==> src/hw/rtl/jeop_pkg.sv <==
// ----------------------------------------------------------------------------
// jeop_pkg: shared types and constants for the EXIF orientation parser
// Marker codes, TIFF constants and the result word carried between the
// parser core and the result queue.
// ----------------------------------------------------------------------------
package jeop_pkg;

  // JPEG marker bytes
  localparam logic [7:0] BYTE_FF   = 8'hFF;
  localparam logic [7:0] MARK_SOI  = 8'hD8;
  localparam logic [7:0] MARK_APP1 = 8'hE1;
  localparam logic [7:0] MARK_SOS  = 8'hDA;

  // TIFF header and IFD constants
  localparam logic [15:0] BOM_II      = 16'h4949;
  localparam logic [15:0] BOM_MM      = 16'h4D4D;
  localparam logic [15:0] TIFF_MAGIC  = 16'd42;
  localparam logic [15:0] TAG_ORIENT  = 16'h0112;
  localparam int          EntryBytes  = 12;
  localparam int          ExifIdBytes = 6;
  localparam int          TiffHdrBytes = 8;

  localparam logic [3:0] ORIENT_DEFAULT = 4'd1;
  localparam logic [3:0] ORIENT_MAX     = 4'd8;

  // One result word
  typedef struct packed {
    logic [3:0] orientation;
    logic       from_tag;
  } res_t;

  // Bytes of the "Exif\0\0" identifier
  function automatic logic [7:0] exif_id_byte(input logic [2:0] idx);
    logic [7:0] val;
    begin
      unique case (idx)
        3'd0:    val = 8'h45;
        3'd1:    val = 8'h78;
        3'd2:    val = 8'h69;
        3'd3:    val = 8'h66;
        default: val = 8'h00;
      endcase
      return val;
    end
  endfunction

endpackage

==> src/hw/rtl/jeop_core.sv <==
// ----------------------------------------------------------------------------
// jeop_core: byte-wise JPEG segment walker and Exif IFD scanner
// Updates the parse state once per accepted word and flags a result word in
// the same cycle when the Exif segment or the file ends.
// ----------------------------------------------------------------------------
module jeop_core (
  input  logic                clk,
  input  logic                rst,
  input  logic                take,
  input  logic [7:0]          data_byte,
  input  logic                last_byte,
  output logic                res_valid,
  output jeop_pkg::res_t      res_word
);

  typedef enum logic [3:0] {
    PH_SOI0, PH_SOI1, PH_MARK_FF, PH_MARK_ID, PH_LEN_HI, PH_LEN_LO,
    PH_SKIP, PH_EXIF_ID, PH_TIFF, PH_DECIDED, PH_STOP
  } phase_t;

  phase_t      phase, phase_next;
  logic [7:0]  seg_marker, seg_marker_next;
  logic [15:0] seg_len, seg_len_next;
  logic [15:0] seg_pos, seg_pos_next;
  logic        little_endian, little_endian_next;
  logic [31:0] field_shift, field_shift_next;
  logic [31:0] dir_offset, dir_offset_next;
  logic [15:0] entries_left, entries_left_next;
  logic [15:0] entry_tag, entry_tag_next;
  logic [3:0]  found_value, found_value_next;
  logic        result_sent, result_sent_next;
  logic [3:0]  entry_pos, entry_pos_next;

  logic [31:0] fs_new;
  logic [15:0] rd16, hi16, body, pos_inc, tiff_pos, entries_dec;
  logic [31:0] rd32;
  logic [32:0] off_plus1;
  logic        seg_emit;

  // Byte-order aware views of the TIFF shift register
  assign fs_new    = {field_shift[23:0], data_byte};
  assign rd16      = little_endian ? {fs_new[7:0], fs_new[15:8]} : fs_new[15:0];
  assign hi16      = little_endian ? {fs_new[23:16], fs_new[31:24]} : fs_new[31:16];
  assign rd32      = little_endian ?
                     {fs_new[7:0], fs_new[15:8], fs_new[23:16], fs_new[31:24]} : fs_new;
  assign body      = seg_len - 16'd2;
  assign pos_inc   = seg_pos + 16'd1;
  assign tiff_pos  = seg_pos - 16'(jeop_pkg::ExifIdBytes);
  assign off_plus1 = {1'b0, dir_offset} + 33'd1;
  assign entries_dec = entries_left - 16'd1;

  // Next parse state for one word
  always_comb begin
    phase_next         = phase;
    seg_marker_next    = seg_marker;
    seg_len_next       = seg_len;
    seg_pos_next       = seg_pos;
    little_endian_next = little_endian;
    field_shift_next   = field_shift;
    dir_offset_next    = dir_offset;
    entries_left_next  = entries_left;
    entry_tag_next     = entry_tag;
    found_value_next   = found_value;
    result_sent_next   = result_sent;
    entry_pos_next     = entry_pos;
    seg_emit           = 1'b0;

    unique case (phase)
      PH_SOI0: begin
        phase_next = (data_byte == jeop_pkg::BYTE_FF) ? PH_SOI1 : PH_STOP;
      end
      PH_SOI1: begin
        phase_next = (data_byte == jeop_pkg::MARK_SOI) ? PH_MARK_FF : PH_STOP;
      end
      PH_MARK_FF: begin
        phase_next = (data_byte == jeop_pkg::BYTE_FF) ? PH_MARK_ID : PH_STOP;
      end
      PH_MARK_ID: begin
        seg_marker_next = data_byte;
        phase_next      = PH_LEN_HI;
      end
      PH_LEN_HI: begin
        seg_len_next = {data_byte, 8'h00};
        phase_next   = PH_LEN_LO;
      end
      PH_LEN_LO: begin
        seg_len_next = {seg_len[15:8], data_byte};
        seg_pos_next = 16'd0;
        if (seg_len_next < 16'd2 || seg_marker == jeop_pkg::MARK_SOS) begin
          phase_next = PH_STOP;
        end else if (seg_len_next == 16'd2) begin
          phase_next = PH_MARK_FF;
        end else if (seg_marker == jeop_pkg::MARK_APP1) begin
          phase_next = PH_EXIF_ID;
        end else begin
          phase_next = PH_SKIP;
        end
      end
      PH_SKIP, PH_EXIF_ID, PH_TIFF, PH_DECIDED: begin
        // Check the Exif identifier
        if (phase == PH_EXIF_ID) begin
          if (seg_pos >= 16'(jeop_pkg::ExifIdBytes) ||
              data_byte != jeop_pkg::exif_id_byte(seg_pos[2:0])) begin
            phase_next = PH_SKIP;
          end else if (seg_pos == 16'(jeop_pkg::ExifIdBytes - 1)) begin
            phase_next = (body > 16'(jeop_pkg::ExifIdBytes)) ? PH_TIFF : PH_SKIP;
          end
        end else if (phase == PH_TIFF && seg_pos >= 16'(jeop_pkg::ExifIdBytes)) begin
          field_shift_next = fs_new;
          if (tiff_pos < 16'(jeop_pkg::TiffHdrBytes)) begin
            // TIFF header: byte order, magic, IFD offset
            if (tiff_pos == 16'd1) begin
              if (fs_new[15:0] == jeop_pkg::BOM_II) begin
                little_endian_next = 1'b1;
              end else if (fs_new[15:0] == jeop_pkg::BOM_MM) begin
                little_endian_next = 1'b0;
              end else begin
                phase_next = PH_DECIDED;
              end
            end else if (tiff_pos == 16'd3) begin
              if (rd16 != jeop_pkg::TIFF_MAGIC) phase_next = PH_DECIDED;
            end else if (tiff_pos == 16'd7) begin
              dir_offset_next = rd32;
              if (rd32 < 32'(jeop_pkg::TiffHdrBytes)) phase_next = PH_DECIDED;
            end
          end else if ({16'h0000, tiff_pos} <= dir_offset) begin
            // still before the IFD
          end else if ({17'h00000, tiff_pos} == off_plus1) begin
            // IFD entry count
            entries_left_next = rd16;
            entry_pos_next    = 4'd0;
            if (rd16 == 16'd0) phase_next = PH_DECIDED;
          end else begin
            // Walk a 12-byte entry
            entry_pos_next = (entry_pos == 4'(jeop_pkg::EntryBytes - 1)) ?
                             4'd0 : entry_pos + 4'd1;
            if (entry_pos == 4'd1) begin
              entry_tag_next = rd16;
            end else if (entry_pos == 4'(jeop_pkg::EntryBytes - 1)) begin
              if (entry_tag == jeop_pkg::TAG_ORIENT) begin
                found_value_next = (hi16 >= 16'd1 && hi16 <= 16'(jeop_pkg::ORIENT_MAX)) ?
                                   hi16[3:0] : 4'd0;
                phase_next = PH_DECIDED;
              end else begin
                entries_left_next = entries_dec;
                if (entries_dec == 16'd0) phase_next = PH_DECIDED;
              end
            end
          end
        end
        // Advance through the body and close the segment
        seg_pos_next = pos_inc;
        if (pos_inc == body) begin
          if (phase_next == PH_TIFF || phase_next == PH_DECIDED) begin
            seg_emit         = 1'b1;
            result_sent_next = 1'b1;
            phase_next       = PH_STOP;
          end else begin
            phase_next = PH_MARK_FF;
          end
        end
      end
      default: begin
        phase_next = PH_STOP;
      end
    endcase
  end

  // Result word for this accepted byte
  always_comb begin
    res_valid = take && (seg_emit || (last_byte && !result_sent));
    if (seg_emit && found_value_next != 4'd0) begin
      res_word.orientation = found_value_next;
      res_word.from_tag    = 1'b1;
    end else begin
      res_word.orientation = jeop_pkg::ORIENT_DEFAULT;
      res_word.from_tag    = 1'b0;
    end
  end

  // Hold parse state; restart on reset or at the end of the file
  always_ff @(posedge clk) begin
    if (rst || (take && last_byte)) begin
      phase         <= PH_SOI0;
      seg_marker    <= 8'h00;
      seg_len       <= 16'h0000;
      seg_pos       <= 16'h0000;
      little_endian <= 1'b0;
      field_shift   <= 32'h0;
      dir_offset    <= 32'h0;
      entries_left  <= 16'h0000;
      entry_tag     <= 16'h0000;
      found_value   <= 4'd0;
      result_sent   <= 1'b0;
      entry_pos     <= 4'd0;
    end else if (take) begin
      phase         <= phase_next;
      seg_marker    <= seg_marker_next;
      seg_len       <= seg_len_next;
      seg_pos       <= seg_pos_next;
      little_endian <= little_endian_next;
      field_shift   <= field_shift_next;
      dir_offset    <= dir_offset_next;
      entries_left  <= entries_left_next;
      entry_tag     <= entry_tag_next;
      found_value   <= found_value_next;
      result_sent   <= result_sent_next;
      entry_pos     <= entry_pos_next;
    end
  end

endmodule

==> src/hw/rtl/jeop_res_q.sv <==
// ----------------------------------------------------------------------------
// jeop_res_q: two-word result queue
// Output register plus skid slot, so the input side keeps taking words while
// a result waits for the consumer.
// ----------------------------------------------------------------------------
module jeop_res_q (
  input  logic           clk,
  input  logic           rst,
  input  logic           push,
  input  jeop_pkg::res_t push_word,
  output logic           has_room,
  output logic           out_valid,
  input  logic           out_ready,
  output jeop_pkg::res_t head
);

  jeop_pkg::res_t tail;
  logic [1:0]     count;
  logic           pop;

  assign pop       = out_valid && out_ready;
  assign out_valid = (count != 2'd0);
  assign has_room  = (count != 2'd2);

  // Hold the fill count
  always_ff @(posedge clk) begin
    if (rst) begin
      count <= 2'd0;
    end else begin
      count <= count + {1'b0, push} - {1'b0, pop};
    end
  end

  // Advance the payload slots
  always_ff @(posedge clk) begin
    if (pop) begin
      if (count == 2'd2) begin
        head <= tail;
        if (push) tail <= push_word;
      end else if (push) begin
        head <= push_word;
      end
    end else if (push) begin
      if (count == 2'd0) begin
        head <= push_word;
      end else begin
        tail <= push_word;
      end
    end
  end

endmodule

==> src/hw/rtl/jpeg_exif_orientation_parser.sv <==
// A result word is written into the result queue on the accepted byte that causes it
// (end of the Exif segment or the last byte of the file).
// Throughput: one byte per cycle while the result queue has room; the parse state updates once per byte.
// A two-word result queue keeps bytes flowing while one result is stalled;
// input stalls only while two result words wait.
// Reset (rst, synchronous) clears the parse state and empties the queue.
// ----------------------------------------------------------------------------
// jpeg_exif_orientation_parser: EXIF orientation from a JPEG byte stream
// Walks JPEG marker segments, parses the first Exif APP1 TIFF header and IFD,
// and reports the orientation tag value or the default once per file.
// ----------------------------------------------------------------------------
module jpeg_exif_orientation_parser (
  input  logic       clk,
  input  logic       rst,
  input  logic       in_valid,
  output logic       in_ready,
  input  logic [7:0] data_byte,
  input  logic       last_byte,
  output logic       out_valid,
  input  logic       out_ready,
  output logic [3:0] orientation,
  output logic       from_tag
);

  logic           take;
  logic           res_valid;
  jeop_pkg::res_t res_word;
  jeop_pkg::res_t head;

  assign take = in_valid && in_ready;

  // Parse one byte per accepted word
  jeop_core u_core (
    .clk       (clk),
    .rst       (rst),
    .take      (take),
    .data_byte (data_byte),
    .last_byte (last_byte),
    .res_valid (res_valid),
    .res_word  (res_word)
  );

  // Queue result words toward the output
  jeop_res_q u_res_q (
    .clk       (clk),
    .rst       (rst),
    .push      (res_valid),
    .push_word (res_word),
    .has_room  (in_ready),
    .out_valid (out_valid),
    .out_ready (out_ready),
    .head      (head)
  );

  assign orientation = head.orientation;
  assign from_tag    = head.from_tag;

endmodule

==> config.mk <==
export PLATFORM = sky130hd
export DESIGN_NAME = jpeg_exif_orientation_parser
export DESIGN_NICKNAME = d
export VERILOG_FILES = /design/src/hw/rtl/jeop_pkg.sv /design/src/hw/rtl/jeop_core.sv /design/src/hw/rtl/jeop_res_q.sv /design/src/hw/rtl/jpeg_exif_orientation_parser.sv
export SDC_FILE = /design/constraint.sdc
export NUM_CORES = 1
export LEC_CHECK = 0
export ABC_CLOCK_PERIOD_IN_PS = 5350
export BUFFER_PORTS_ARGS = -buffer_cell sky130_fd_sc_hd__buf_4
export CORE_MARGIN = 5
export CORE_UTILIZATION = 56
export CTS_CLUSTER_DIAMETER = 200
export DETAILED_ROUTE_END_ITERATION = 7
export HOLD_SLACK_MARGIN = 0.06
export PLACE_DENSITY = 0.72
export SYNTH_ARGS = -nofsm -noshare
export SYNTH_HDL_FRONTEND = slang
export SYNTH_SLANG_ARGS = --single-unit
==> constraint.sdc <==
create_clock -name clk -period 5.35 [get_ports clk]
set_input_delay 0.2675 -clock clk [delete_from_list [all_inputs] [get_ports clk]]
set_output_delay 0.2675 -clock clk [all_outputs]
set_load 0.02 [all_outputs]
* After elaboration in Yosys (flattened, before gate mapping)
Index checks and enable logic that the tools add are counted.
W data, S select, Z words.
** Operators by class
- Add/subtract/negate cells :: 8
- $lt $le $gt $ge :: 8
- Eq/ne operators :: 38
- Mux-type cells :: 69
- Bitwise operators :: 7
- Reductions and logical operators :: 42
** Operators with widths (count)
- $mux W4 :: 40
- $mux W16 :: 6
- $pmux W16 S2 :: 2
- $mux W5 :: 10
- $add A32 B1 Y33 const B :: 1
- $eq A16 B33 Y1 :: 1
- $eq A16 B15 Y1 const B :: 2
- $eq A16 B2 Y1 const B :: 2
- $eq A16 B3 Y1 const B :: 2
- $eq A8 B8 Y1 const B :: 4
- $le A16 B32 Y1 :: 1
- $logic_not A16 Y1 :: 2
- $lt A32 B4 Y1 const B :: 1
- $mux W32 :: 1
- $pmux W4 S7 :: 1
- $pmux W7 S4 :: 1
- $eq A4 B4 Y1 const B :: 5
- $add A16 B1 Y16 const B :: 1
- $eq A16 B1 Y1 const B :: 1
- $eq A16 B16 Y1 :: 1
- $eq A16 B9 Y1 const B :: 1
- $eq A4 B3 Y1 const B :: 4
- $ge A16 B1 Y1 const B :: 1
- $ge A16 B3 Y1 const B :: 1
- other kinds (38) :: 80
** Word-level totals
- Register bits :: 154
- Input port bits :: 13
- Output and inout bits :: 7
- Word-level logic and storage cells :: 190

* Depth between registers and ports, before layout
Gate-level depths: netlist of run 1.
- Depth in word-level cells :: 22
- Mapped depth :: 18
- Mapped depth without buffers :: 15

* Hierarchy
A second synthesis of run 1 with hierarchy kept.
** Second synthesis, totals
- Cells, all modules :: 1365
- Area total of the unflattened synthesis :: 10613.9 µm²
** By module, submodules not included
- jeop_core :: times used 1, cells an instance 1331, area each 10105.9 µm², seq. area each 2842.7 µm²
- jeop_res_q :: times used 1, cells an instance 33, area each 501.7 µm², seq. area each 340.3 µm²
- jpeg_exif_orientation_parser :: times used 1, cells an instance 1, area each 6.3 µm², seq. area each 0.0 µm²

* Worst setup path after synthesis of run 1
Ideal clock, no wire load.
- Kind :: reg2reg
- Start :: register u_core.seg_pos[1]
- End :: register u_core.entry_tag[10]
- Setup time :: 0.128 ns
- Data arrival time :: 3.917 ns
- Slack :: 1.305 ns
- Cell stages (with the launch flop) :: 18
- Path through :: dfxtp_1 > ha_1 > buf_4 > or3_1 > nor3_1 > xnor2_1 > inv_1 > ha_1 > nand4_1 > or2_2 > a21oi_1 > a221o_1 > o21ai_0 > or3b_1 > a211oi_4 > buf_4 > mux2i_1 > nor2_1
** On the way
- Word-level cells in the longest chain between the ends :: 4
- Elaborated cells between the ends (all ways) :: 10
- Those cells by class :: add/sub: 1; order compare: 3; eq/ne: 1; bitwise: 3; reduce/logical: 2
** Ends and longest elaborated chain
- start: declaration :: line jeop_core.sv:24 : logic [15:0] seg_pos, seg_pos_next;
- start signal: assignment :: line jeop_core.sv:200 : seg_pos <= seg_pos_next;
- $sub A16 B3 Y16 :: line jeop_core.sv:48 : assign tiff_pos = seg_pos - 16'(jeop_pkg::ExifIdBytes);
- $le A16 B32 Y1, or another cell as far along :: line jeop_core.sv:126 : end else if ({16'h0000, tiff_pos} <= dir_offset) begin
- $not A1 Y1 (no line)
- $reduce_and A8 Y1 (no line) (*)
- end signal: assignment :: line jeop_core.sv:205 : entry_tag <= entry_tag_next;
- end: declaration :: line jeop_core.sv:29 : logic [15:0] entry_tag, entry_tag_next;
Every way passes the cells marked *; elsewhere a longest branch is shown, timed or not.
A chain may end at the register's enable or synchronous reset.

* Final worst setup path of run 1
- Start :: register u_core.seg_pos[1]
- End :: register u_core.entries_left[3]
** On the way
- Word-level cells in the longest chain between the ends :: 4
- Elaborated cells between the ends (all ways) :: 13
- Those cells by class :: add/sub: 1; order compare: 3; eq/ne: 3; mux: 1; bitwise: 2; reduce/logical: 3
** Ends and longest elaborated chain
- $sub A16 B3 Y16 :: line jeop_core.sv:48
- $le A16 B32 Y1, or another cell as far along :: line jeop_core.sv:126
- $not A1 Y1 (no line), or another cell as far along
- $reduce_and A9 Y1 (no line)
- end signal: assignment :: line jeop_core.sv:204 : entries_left <= entries_left_next;
- end: declaration :: line jeop_core.sv:28 : logic [15:0] entries_left, entries_left_next;
Several ways; a longest one is shown, not always the timed one.

==> results summary, run 1 <==
The flow ran to the end, and the final reports show no timing, DRC or antenna violations. Along the worst path, the maximum fanout reaches 32. The flip-flop and latch count after synthesis came out at around 150.

Counting stages on the worst path, the most repeated cell is sky130_fd_sc_hd__o21ai_0. The maximum clock skew at final layout came out at between 0.01 and 0.015 ns. The DRC violation count after routing is 0. The average footprint of a synthesized cell is 7.71 µm². Traced cell by cell, the critical path runs through ha_1, or3_1, o31ai_4, nand2_1, ha_1, a22o_1, nor4_1, o21ai_0, a221o_1, o21ai_0, or3b_1, buf_4, nor4_1, o21ai_0, a31oi_1. STA classifies the critical path endpoint as a flop. After layout, the worst path uses between 80 and 90% of the clock period.

Cell internal power was estimated by the tool at roughly 0.0020 W. The cell row count came out at between 50 and 60. The area added between synthesis and finish is 7.57%. The area enclosed by the die boundary is approximately 22,000 µm².

The static leakage came out at about 4.0 nW. The sequential group share of total power came out at around 44%. The pin count of the biggest net entering global routing is 73. The share of total power dissipated in combinational logic is about an eighth. For this run, asynchronously set or reset flops after synthesis account for 0%. The dominant cell type by area after synthesis is sky130_fd_sc_hd__dfxtp_1. The tool flagged a number of max-cap violations equal to 0. The final layout net count came out at around 1,400. The maximum vdd drop came out at 0.200 mV.

The number of antenna cells inserted is 0. The number of fill cells came out at between 1,500 and 2,000. Among cell families on the critical path, the largest total delay comes from compound AO/OA/AOI/OAI gates. After detailed routing, the average wire length per cell comes to 18.8 µm. The floorplan die width is ~150 µm. After global routing the overflow that remains totals 0. The DRC marker count from the first detailed-route iteration is 975. The area of the core region is between 15,000 and 20,000 µm². The first TritonRoute pass finished after 5 iterations. The clock passes through at most 2 buffers. The worst hold path belongs to the class in -> reg. The final standard cell count with taps included and fillers excluded came out at between 1,500 and 2,000.

The total clock sinks came out at 154. The initial antenna violation count came out at 0. The buffers inserted during post-CTS setup optimization came out at 0. The final weighted congestion in routability-driven placement is 0.976. The number of distinct library cells after synthesis came out at 80. For this design, the slowest cell found on the critical path is sky130_fd_sc_hd__o21ai_0.

The count of nets left with antenna violations once routing finished came out at 0. The total area of multi-input combinational cells came out at roughly 7000 µm². The total negative setup slack is 0 ns. After legalization and detailed placement, the total HPWL measured 22,100 µm. The number of ports placed on the die boundary is 20. The worst setup path is of the reg -> reg kind.

The number of endpoints with negative hold slack in the final report came out at 0. The aggregate global-route resource usage is a little over a quarter. The switching power total is around 0.0008 W. Setup repair after global routing left no endpoint under its margin. The routed wire length came out at between 30,000 and 40,000 µm. The count of port buffers added during placement is 19.

The via count of the first global-routing pass was 9,468. The endpoint arrival time on the critical path came out at roughly 5 ns. The clock reaches the later pin of the worst-skew pair after between 0.4 and 0.5 ns. At the worst endpoint, the required time is roughly 5.6 ns.

The detailed-route via count is about 10,000. After layout, the minimum clock period comes to roughly 4.7 ns. The cell area after synthesis is 10,900 µm².

The startpoint class of the critical path is a flop. The highest clock rate is between 200 and 250 MHz. TritonCTS built the clock tree. The total power draw came out at approximately 0.0028 W. The cell count after synthesis came out at between 1,000 and 1,500. Across all hold checks on the routed design, the worst slack comes to 0.197 ns. Ranked by total cell area, the synthesized netlist is headed by sky130_fd_sc_hd__dfxtp_1 (26%), sky130_fd_sc_hd__xnor2_1 (5.4%), sky130_fd_sc_hd__mux2i_1 (5.2%), sky130_fd_sc_hd__nor2_1 (5.2%), sky130_fd_sc_hd__a21oi_1 (4.7%). The pin slew with the least headroom to its limit came out at approximately 1 ns. The delay contributed by the slowest stage of the critical path is just over 0.6 ns.

The deepest level of the CTS H-tree is 4. The post-synthesis sequential area ratio came out at between 20% and 30%. The number of enable flip-flop cells after synthesis is 10. The fraction of post-synthesis cell area in the top cell type by area is between 20% and 30%. The share of total power consumed by net switching came out at 29.1%. The wire length of the first global-routing pass is between 40,000 and 50,000 µm. The total CTS buffers is 17. For this run, the leading register cell type out of synthesis is sky130_fd_sc_hd__dfxtp_1. The net count after synthesis came out at about 1,500. The relative contribution of the clock network to total power is between 40% and 50%.

The sequential cell area came out at around 3200 µm². The die extent in y came out at 150 µm. The number of max-slew violations in the final report came out at 0. CTS placed an instance of sky130_fd_sc_hd__clkbuf_16 at the clock tree root. After clock tree synthesis, the clock-pin slew on the worst setup and hold paths is roughly 0.070 ns.

The synthesis warning total came out at 0. The headroom to the max-slew limit came out at around 34%. Dividing the detail-routed via count by the number of cells gives around 6.3. The number of buffers and inverters on the critical path is 1. The starting density of the core is between 50% and 60%. Setup violations remaining at the end of the flow were counted as 0. Dividing total power by cell area gives a power density of roughly 230 nW/µm². The share of layout cells above drive strength 1 came out at under 10%. The number of placed instances with taps included came out at between 1,500 and 2,000.
-- repair_timing --
item                      4_1_cts  5_1_grt
resized for setup               0        0
hold endpoints to repair        2        0
hold buffers                    1        0
-- stage by stage --
stage	cell area, µm²	worst slack, ns	utilization, %
after floorplan	10900	1.30	-
after CTS	11800	0.700	60.9
final	11800	0.618	60.9
after global placement	11200	0.877	57.8
after global routing	11800	0.254	60.9
after detailed placement	11200	0.707	57.8
-- worst register-to-register path: cells and delay by family (launching register included) --
kind	cells	cell delay (ns)
adders and majority gates	2	0.71
AOI/OAI and AO/OA	7	1.86
DFF	1	0.44
and+or+nand+nor	5	1.19
buffers and inverters	1	0.37
-- power groups by stage --
| stage | Clock (W) | Sequential (W) | Combinational [W] |
|---|---|---|---|
| floorplan | 0 | 0.00124 | 0.000210 |
| global placement | 0 | 0.00123 | 0.000325 |
| detailed placement | 0 | 0.00123 | 0.000330 |
| CTS | 0.00123 | 0.00121 | 0.000332 |
| global route | 0.00128 | 0.00121 | 0.000365 |
| finish | 0.00122 | 0.00121 | 0.000334 |
-- registers in the layout, summed over array words and instances, names as in the netlist --
signal / count
u_res_q.count: 2
u_core.field_shift: 24
u_core.entries_left: 16
u_core.seg_marker: 8
u_core.phase: 4
u_res_q.tail: 5
u_core.seg_len: 16
u_core.dir_offset: 32
u_core.little_endian: 1
u_core.seg_pos: 16
u_core.entry_pos: 4
u_core.found_value: 4
u_res_q.head: 5
u_core.result_sent: 1
u_core.entry_tag: 16
-- metal layers --
layer  routed length (µm)  vias up  GRT usage (%)
li1                     -     5073              -
met1                13800     4890           38.4
met2                14100      431           43.4
met3                 2330       70           4.18
met4                  826        0           8.87
met5                    0        -              0
-- placed cells by master, fill, tap and decap left out, types with 18 or more instances in the layout --
| cell type | netlist | routed |
|---|---|---|
| sky130_fd_sc_hd__o21ai_0 | 47 | 47 |
| sky130_fd_sc_hd__nand2b_1 | 22 | 22 |
| sky130_fd_sc_hd__nand4_1 | 36 | 36 |
| sky130_fd_sc_hd__ha_1 | 32 | 32 |
| sky130_fd_sc_hd__nor3_1 | 43 | 43 |
| sky130_fd_sc_hd__a211oi_1 | 32 | 32 |
| sky130_fd_sc_hd__nor2_1 | 151 | 151 |
| sky130_fd_sc_hd__xnor2_1 | 67 | 67 |
| sky130_fd_sc_hd__nor4_1 | 32 | 32 |
| sky130_fd_sc_hd__dfxtp_1 | 144 | 143 |
| sky130_fd_sc_hd__inv_1 | 47 | 47 |
| sky130_fd_sc_hd__nand2_1 | 110 | 110 |
| sky130_fd_sc_hd__or3_1 | 21 | 21 |
| sky130_fd_sc_hd__a21oi_1 | 103 | 103 |
| sky130_fd_sc_hd__nand3_1 | 79 | 79 |
| sky130_fd_sc_hd__and3_1 | 18 | 18 |
| sky130_fd_sc_hd__buf_4 | 6 | 41 |
| sky130_fd_sc_hd__mux2i_1 | 57 | 57 |
-- final cells by class --
type	instances	area share, %
inverters	47	1.50
flip-flops and latches	154	27.0
multi-input cells	1109	60.8
well taps	265	2.82
clock inverters	15	1.35
repair buffers	43	2.87
clock buffers	17	3.61
-- logic make-up (layout without fill, tap and decap cells) --
group | count (synthesis) | after routing | share of synthesized area, %
AND/OR/NAND/NOR | 620 | 620 | 29.7
AO/OA/AOI/OAI | 302 | 302 | 18.1
buffers and inverters | 157 | 122 | 5.68
flip-flops | 154 | 154 | 29.1
XOR/XNOR | 88 | 88 | 7.54
multiplexers | 67 | 67 | 6.24
adder cells (fa/ha/maj) | 32 | 32 | 3.66
-- Yosys cell counts, drive strengths merged (21+ instances only) --
| master | number |
|---|---|
| nor2 | 151 |
| nor3 | 47 |
| nand2b | 22 |
| mux2i | 57 |
| o21ai | 49 |
| or3 | 21 |
| clkbuf | 89 |
| buf | 21 |
| inv | 47 |
| a21oi | 103 |
| nand4 | 37 |
| a211oi | 34 |
| ha | 32 |
| xnor2 | 67 |
| nand2 | 111 |
| nand3 | 79 |
| nor4 | 37 |
| dfxtp | 144 |
-- final timing paths --
path	from	endpoint	slack, ns	depth (start not counted)
setup / recovery	u_core.seg_pos[1]	u_core.entries_left[3]	0.62	15
hold reg to reg	u_core.result_sent	u_core.result_sent	0.48	2
hold / removal	data_byte[7]	u_core.seg_len[15]	0.20	3
setup reg to reg	u_core.seg_pos[1]	u_core.entries_left[3]	0.62	15
(Power assumes the default switching activity.)
==> inputs of run 2 (changes only) <==
--- a/config.mk
+++ b/config.mk
@@ -7,6 +7,7 @@
 export LEC_CHECK = 0
 export ABC_CLOCK_PERIOD_IN_PS = 5350
 export BUFFER_PORTS_ARGS = -buffer_cell sky130_fd_sc_hd__buf_4
+export CORE_ASPECT_RATIO = 0.5
 export CORE_MARGIN = 5
 export CORE_UTILIZATION = 56
 export CTS_CLUSTER_DIAMETER = 200
@@ -16,3 +17,4 @@
 export SYNTH_ARGS = -nofsm -noshare
 export SYNTH_HDL_FRONTEND = slang
 export SYNTH_SLANG_ARGS = --single-unit
+export TNS_END_PERCENT = 100
==> run 2 against run 1 <==
Effect of this change:
- non-clock buffer count is 1 higher
- total power is 2.1% lower
- via count is 0.93% higher
- utilization is 0.18 points lower
- critical path depth is 1 lower
- critical endpoint is now u_res_q.head[1]
==> results summary, run 2 (synthesis gave the netlist of run 1 again) <==
Outcome: complete, no violations (unchanged). The internal power contribution is 0.00191 W (was 0.00195 W). The final weighted congestion in routability-driven placement is 0.990 (was 0.976). The initial antenna violation count is 0 (unchanged).

The pin slew with the least headroom to its limit is 1.29 ns (was 0.980 ns). The count of max-cap constraint violations is 0 (unchanged). The via count of the first global-routing pass is 9,637 (was 9,468).

The count of port buffers added during placement is 19 (unchanged). The required time reported for the critical path endpoint is 5.63 ns (about the same). The share of total power in combinational logic was 12.6% (was 12.1%). The type of the setup path with the least slack is reg -> reg (unchanged). The post-placement worst setup slack came out at 0.461 ns (was 0.707 ns). The library cell contributing the largest single delay on the critical path is sky130_fd_sc_hd__o21ai_0 (unchanged). The floorplan die width is 208 µm (was 150 µm). The final layout net count came to 1,418 (was 1,417). The maximum count of clock buffers along a single path is 2 (unchanged). The startpoint class of the critical path was a flop (unchanged). The area of the core region was 19,300 µm² (about the same). The total power draw is 0.00270 W (was 0.00276 W). The sequential group share of total power is 44.9% (was 43.8%).

The share of the clock period used by the worst path after layout came out at 96.9% (was 88.4%). The timing startpoint of the critical path is u_core.seg_pos[1] (unchanged). The DRC marker count from the first detailed-route iteration came to 1,070 (was 975). The flip-flop count of the largest register after layout came out at 32 (unchanged). The final core utilization is 60.7% (was 60.9%). The cell family contributing the most delay on the critical path was simple AND/OR/NAND/NOR gates (was compound AO/OA/AOI/OAI gates). The number of setup violations in the final report came out at 0 (unchanged). The detail-routed via count per cell came out at 6.39 (was 6.34).

The number of endpoints with negative hold slack in the final report is 0 (unchanged). The delay contributed by the slowest stage of the critical path is 0.62 ns (about the same). The commonest non-fill, non-tap cell in the layout is sky130_fd_sc_hd__nor2_1 (unchanged). The deepest level of the CTS H-tree came out at 4 (unchanged). The DRC violation count after routing is 0 (unchanged). The time the worst path needs with I/O delays and setup is 5.18 ns (was 4.73 ns). The sum of buffers and inverters on the critical path is 0 (was 1).

The post-detailed-route wirelength per cell came to 19.8 µm (was 18.8 µm). The cell chosen for the clock root is sky130_fd_sc_hd__clkbuf_16 (unchanged). The start of the worst register-to-register path is u_core.seg_pos[1] (unchanged). The number of max-slew violations in the final report came out at 0 (unchanged). Biggest regs: u_core.dir_offset (32), u_core.field_shift (24) (unchanged). The switching power total was 0.000785 W (was 0.000803 W).

The share of layout cells above drive strength 1 is 8.44% (was 8.38%). The total clock sinks came out at 154 (unchanged). The pin count of the biggest net entering global routing is 91 (was 73). The maximum vdd drop came out at 0.348 mV (was 0.200 mV). The total negative setup slack came out at 0 ns (unchanged).

The relative contribution of the clock network to total power is 42.5% (was 44.1%). The wire length of the first global-routing pass came out at 52,500 µm (was 49,900 µm). The setup slack after layout is 0.167 ns (was 0.618 ns).

The first-pass iteration count of the detailed router came out at 6 (was 5). The highest clock rate is 193 MHz (was 211 MHz). The area added between synthesis and finish is 7.19% (was 7.57%). The static leakage came out at 3.96 nW (was 3.98 nW). The aggregate global-route resource usage was 28.8% (was 27.4%). The clock-pin slew on the worst setup and hold paths was 0.06 ns (was 0.07 ns).

The launch instance of the worst min-delay path is data_byte[2] (was data_byte[7]). The register ranked first by flip-flop count is u_core.dir_offset (unchanged). The leftover overflow at the end of global routing came out at 0 (unchanged).

The detailed-route via count was 10,600 (was 10,500). The kind of end point of the critical path is a flop (unchanged). The endpoint arrival time on the critical path is 5.47 ns (was 5.01 ns).

The routed wire length is 32,600 µm (was 31,100 µm). The TritonCTS clock tree was done (unchanged). The HPWL after detailed placement came out at 23,300 µm (was 22,100 µm). The headroom to the max-slew limit is 14.3% (was 34.1%). RSZ-0062 raised after global routing: no (unchanged). The die extent in y is 109 µm (was 150 µm).

The area enclosed by the die boundary is 22,600 µm² (was 22,400 µm²). The total CTS buffers came to 17 (unchanged). The remaining antenna violation count after routing is 0 (unchanged).

The power density of the placed cells is 230 nW/µm² (was 234 nW/µm²). The share of total power consumed by net switching came out at 29.1% (about the same). The number of ports placed on the die boundary came out at 20 (unchanged). List of cells traversed by the critical path: ha_1, nor3_2, nand4b_1, xnor2_1, ha_1, nand4_1, or2_2, nor3_1, nor4b_1, o21ai_0, nand4b_1, a31oi_2, mux2_2, a31oi_1 (was ha_1, or3_1, o31ai_4, nand2_1, ha_1, a22o_1, nor4_1, o21ai_0, a221o_1, o21ai_0, or3b_1, buf_4, nor4_1, o21ai_0, a31oi_1). The later-pin clock latency in the skew report was 0.43 ns (about the same).

The number of antenna cells inserted came out at 0 (unchanged). The class of the most critical hold timing path is in -> reg (unchanged). The starting density of the core is 56.6% (about the same). The cell row count came out at 36 (was 51). The maximum fanout count along the critical path came out at 12 (was 32).

Commonest cells after routing, fill and taps aside: sky130_fd_sc_hd__nor2_1 (151), sky130_fd_sc_hd__dfxtp_1 (143), sky130_fd_sc_hd__nand2_1 (110) (unchanged). The maximum clock skew at final layout is 0.00789 ns (was 0.0103 ns).
==> run 2: cell count changes in the layout (fill, tap and decap cells not counted), sizes merged <==
cell and change:
buf +1, bufinv -1, clkbuf +3, clkinv -1
clkinvlp +2, inv -3
==> run 2: final cells by class <==
class	count	area [µm²]
Clock buffer	20	457
Clock inverter	12	90.1
Fill cell	1735	7590
Inverter	47	176
Multi-Input combinational cell	1109	7160
Sequential cell	154	3180
Tap cell	266	333
Timing Repair Buffer	44	333
==> run 2: power groups by stage <==
stage               Sequential (W)  Combinational [W]  Clock, W
floorplan                  0.00124           0.000210         0
global placement           0.00124           0.000320         0
detailed placement         0.00123           0.000329         0
CTS                        0.00121           0.000333   0.00116
global route               0.00121           0.000366   0.00122
finish                     0.00121           0.000339   0.00115
==> run 2: worst paths after layout <==
kind | endpoint | slack [ns] | cells past startpoint
worst min-delay path | u_core.little_endian | 0.20 | 2
worst max-delay path | u_res_q.head[1] | 0.17 | 14
worst max register to register | u_res_q.head[1] | 0.17 | 14
worst min register to register | u_core.result_sent | 0.49 | 2
==> run 2: per-layer routing <==
| layer | up-vias | routed length, µm | global-route usage (%) |
|---|---|---|---|
| li1 | 5053 | - | - |
| met1 | 5029 | 14700 | 39.8 |
| met2 | 419 | 14400 | 45.2 |
| met3 | 60 | 2730 | 6.90 |
| met4 | 0 | 727 | 8.38 |
| met5 | - | 0 | 0 |
==> run 2: metrics by stage <==
stage / hold slack (ns) / instance area [µm²] / cells
after global placement: 0.456 / 11200 / 1619
after CTS: 0.177 / 11700 / 1652
after detailed placement: 0.475 / 11200 / 1619
final: 0.198 / 11700 / 1652
after floorplan: 0.339 / 10900 / 1420
after global routing: 0.185 / 11700 / 1652
==> run 2: what timing repair did <==
| action | in CTS | in global routing |
|---|---|---|
| hold buffers | 1 | 0 |
| gates resized for setup | 0 | 0 |
| hold endpoints to repair | 2 | 0 |
| buffers inserted | 0 | 0 |
==> inputs of run 3 (changes only) <==
--- a/config.mk
+++ b/config.mk
@@ -5,7 +5,7 @@
 export SDC_FILE = /design/constraint.sdc
 export NUM_CORES = 1
 export LEC_CHECK = 0
-export ABC_CLOCK_PERIOD_IN_PS = 5350
+export ABC_CLOCK_PERIOD_IN_PS = 6400
 export BUFFER_PORTS_ARGS = -buffer_cell sky130_fd_sc_hd__buf_4
 export CORE_ASPECT_RATIO = 0.5
 export CORE_MARGIN = 5
==> constraint.sdc (replaced) <==
create_clock -name clk -period 6.4 [get_ports clk]
set_input_delay 0.32 -clock clk [delete_from_list [all_inputs] [get_ports clk]]
set_output_delay 0.32 -clock clk [all_outputs]
set_load 0.02 [all_outputs]
==> run 3 against run 2 <==
Effect of this change:
- cell area about the same
- total power decreased by 12%
- register-to-register slack better by 1.1 ns
- setup slack improved by 1.1 ns
- first-iteration DRC count up 1.2%
- worst hold slack better by 0.044 ns
- clock skew grew 0.0053 ns
- routed wire length is 1.6% lower
- global-route usage fell by 0.55 points
- non-clock buffer count shrank 11
- combinational power shrank 17%
- maximum frequency up 0.97%
- largest power group is now the clock network
==> results summary, run 3 (synthesis gave the netlist of run 1 again) <==
The wire length of the first global-routing pass came out at 51,300 µm (was 52,500 µm). The hold path endpoint is u_core.seg_len[15] (was u_core.little_endian). The total negative setup slack is 0 ns (unchanged). The later-pin clock latency in the skew report is 0.44 ns (was 0.43 ns). The detail-routed via count per cell is 6.36 (was 6.39). The die extent in y is 109 µm (unchanged). The number of gates on the worst path with buffers counted is 16 (was 14).

Outcome: complete, no violations (unchanged). The maximum vdd drop is 0.245 mV (was 0.348 mV). The timing startpoint of the critical path is u_core.seg_pos[1] (unchanged). The area of the core region is 19,300 µm² (unchanged).

Commonest cells after routing, fill and taps aside: sky130_fd_sc_hd__nor2_1 (151), sky130_fd_sc_hd__dfxtp_1 (143), sky130_fd_sc_hd__nand2_1 (110) (unchanged). The clock-pin slew on the worst setup and hold paths is 0.06 ns (about the same). The share of the clock period used by the worst path after layout is 80.2% (was 96.9%).

The static leakage came out at 3.94 nW (was 3.96 nW). The area added between synthesis and finish was 7.12% (was 7.19%). The post-detailed-route wirelength per cell is 19.6 µm (was 19.8 µm). The flip-flop count of the largest register after layout was 32 (unchanged). The HPWL after detailed placement is 23,100 µm (was 23,300 µm). The first-pass iteration count of the detailed router came out at 5 (was 6). The depth of the worst hold-timing path was 3 (was 2).

The remaining antenna violation count after routing was 0 (unchanged). In this design, the critical path's most frequently occurring cell is sky130_fd_sc_hd__ha_1. The number of setup violations in the final report is 0 (unchanged). The launch instance of the worst min-delay path was data_byte[7] (was data_byte[2]).

The cell family contributing the most delay on the critical path is simple AND/OR/NAND/NOR gates (unchanged). The count of max-cap constraint violations came out at 0 (unchanged). The deepest level of the CTS H-tree was 4 (unchanged). The initial antenna violation count is 0 (unchanged). The maximum clock skew at final layout is 0.0132 ns (was 0.00789 ns). The sum of buffers and inverters on the critical path came out at 2 (was 0). The floorplan die width came out at 208 µm (unchanged).

The post-cts sizing count came out at 0 (unchanged). The aggregate global-route resource usage is 28.2% (was 28.8%). The cell row count is 36 (unchanged).

The share of total power consumed by net switching is 27.7% (was 29.1%). The delay contributed by the slowest stage of the critical path was 0.95 ns (was 0.62 ns). The time the worst path needs with I/O delays and setup is 5.13 ns (was 5.18 ns). The kind of end point of the critical path is a flop (unchanged). The cell chosen for the clock root is sky130_fd_sc_hd__clkbuf_16 (unchanged).

The final layout net count is 1,407 (was 1,418). The switching power total is 0.000657 W (was 0.000785 W). The number of antenna cells inserted came out at 0 (unchanged).

The total CTS buffers came out at 17 (unchanged). The final weighted congestion in routability-driven placement came to 0.980 (was 0.990). The starting density of the core is 56.6% (unchanged).

The register ranked first by flip-flop count was u_core.dir_offset (unchanged). The share of total power in combinational logic is 11.9% (was 12.6%). The maximum count of clock buffers along a single path is 2 (unchanged). The type of the setup path with the least slack is reg -> reg (unchanged). The class of the most critical hold timing path is in -> reg (unchanged).

The startpoint class of the critical path is a flop (unchanged). The required time reported for the critical path endpoint came out at 6.70 ns (was 5.63 ns). The commonest non-fill, non-tap cell in the layout was sky130_fd_sc_hd__nor2_1 (unchanged). The DRC marker count from the first detailed-route iteration was 1,083 (was 1,070). The DRC violation count after routing is 0 (unchanged).

The count of port buffers added during placement was 19 (unchanged). The pin count of the biggest net entering global routing is 78 (was 91). The total clock sinks came out at 154 (unchanged).

The routed wire length is 32,100 µm (was 32,600 µm). The maximum fanout count along the critical path was 39 (was 12). The internal power contribution came out at 0.00171 W (was 0.00191 W). The start of the worst register-to-register path is u_core.seg_pos[1] (unchanged).

The TritonCTS clock tree is done (unchanged). The via count of the first global-routing pass is 9,543 (was 9,637). The detailed-route via count came out at 10,400 (was 10,600). The sequential group share of total power came to 42.6% (was 44.9%). The cell count of the worst reg-to-reg path is 16 (was 14). The number of placed instances with taps included is 1,608 (was 1,619). The library cell contributing the largest single delay on the critical path is sky130_fd_sc_hd__or3b_1 (was sky130_fd_sc_hd__o21ai_0). The reg-to-reg setup timing slack came out at 1.27 ns (was 0.17 ns).

Biggest regs: u_core.dir_offset (32), u_core.field_shift (24) (unchanged). The area enclosed by the die boundary is 22,600 µm² (unchanged). The final standard cell count with taps included and fillers excluded came out at 1,641 (was 1,652). The pin slew with the least headroom to its limit came to 1.23 ns (was 1.29 ns). The number of ports placed on the die boundary is 20 (unchanged). The highest clock rate was 195 MHz (was 193 MHz). List of cells traversed by the critical path: ha_1, or3_1, nor3_1, xnor2_1, inv_1, ha_1, nand4_1, or2_2, a21oi_1, a221o_1, o21ai_0, or3b_1, a211oi_4, buf_4, mux2i_1, nor2_1 (was ha_1, nor3_2, nand4b_1, xnor2_1, ha_1, nand4_1, or2_2, nor3_1, nor4b_1, o21ai_0, nand4b_1, a31oi_2, mux2_2, a31oi_1). The number of max-slew violations in the final report is 0 (unchanged).

The headroom to the max-slew limit is 17.9% (was 14.3%). The share of layout cells above drive strength 1 came out at 7.78% (was 8.44%). The power density of the placed cells came out at 202 nW/µm² (was 230 nW/µm²).

The reg-to-reg endpoint is u_core.entry_tag[13] (was u_res_q.head[1]). The endpoint arrival time on the critical path is 5.43 ns (was 5.47 ns). The relative contribution of the clock network to total power is 45.4% (was 42.5%). RSZ-0062 raised after global routing: no (unchanged). The leftover overflow at the end of global routing is 0 (unchanged).

The number of endpoints with negative hold slack in the final report came out at 0 (unchanged).
run 3: through the flow:
stage	instance area (µm²)	utilization, %	total power, W	setup slack (ns)	hold slack [ns]
2_1_floorplan	10900	-	0.00121	2.35	0.392
3_3_place_gp	11100	57.4	0.00130	1.49	0.454
3_5_place_dp	11100	57.4	0.00131	1.31	0.467
4_1_cts	11700	60.7	0.00238	1.27	0.211
5_1_grt	11700	60.7	0.00245	0.818	0.246
6_report	11700	60.7	0.00237	1.27	0.242
run 3: area by class of cell:
cell class	instances	area, µm²
clock buffer	18	439
clock inverter	14	183
fill	1706	7600
inverter	47	176
multi-input combinational	1109	7160
sequential	154	3180
tap	266	333
timing repair buffer	33	250
run 3: worst max path at each step:
stage,slack [ns],endpoint
detailed placement,1.31,u_core.entry_tag[14]
floorplan,2.35,u_core.entry_tag[10]
CTS,1.27,u_core.entry_tag[13]
finish,1.27,u_core.entry_tag[13]
global route,0.82,u_core.entry_tag[14]
global placement,1.49,u_core.entry_tag[8]
run 3: routing by layer:
layer	track usage, %	vias up	share of wire (%)
li1	-	5047	-
met1	38.9	4889	45
met2	44.1	432	44
met3	5.69	71	8.3
met4	10.8	0	2.6
met5	0	-	0
run 3: worst min-delay path, delay by kind of cell:
family	cells	cell delay, ns
compound gates	1	0.05
buf+inv	1	0.18
simple gates	1	0.07
run 3: repair_timing:
item,4_1_cts,5_1_grt
hold buffers,1,0
setup buffers,0,0
hold endpoints to repair,2,0
run 3: power groups by stage:
stage	sequential (W)	clock [W]	combinational, W
CTS	0.00101	0.00109	0.000278
finish	0.00101	0.00108	0.000283
global placement	0.00103	0	0.000268
detailed placement	0.00103	0	0.000277
floorplan	0.00103	0	0.000175
global route	0.00101	0.00113	0.000305
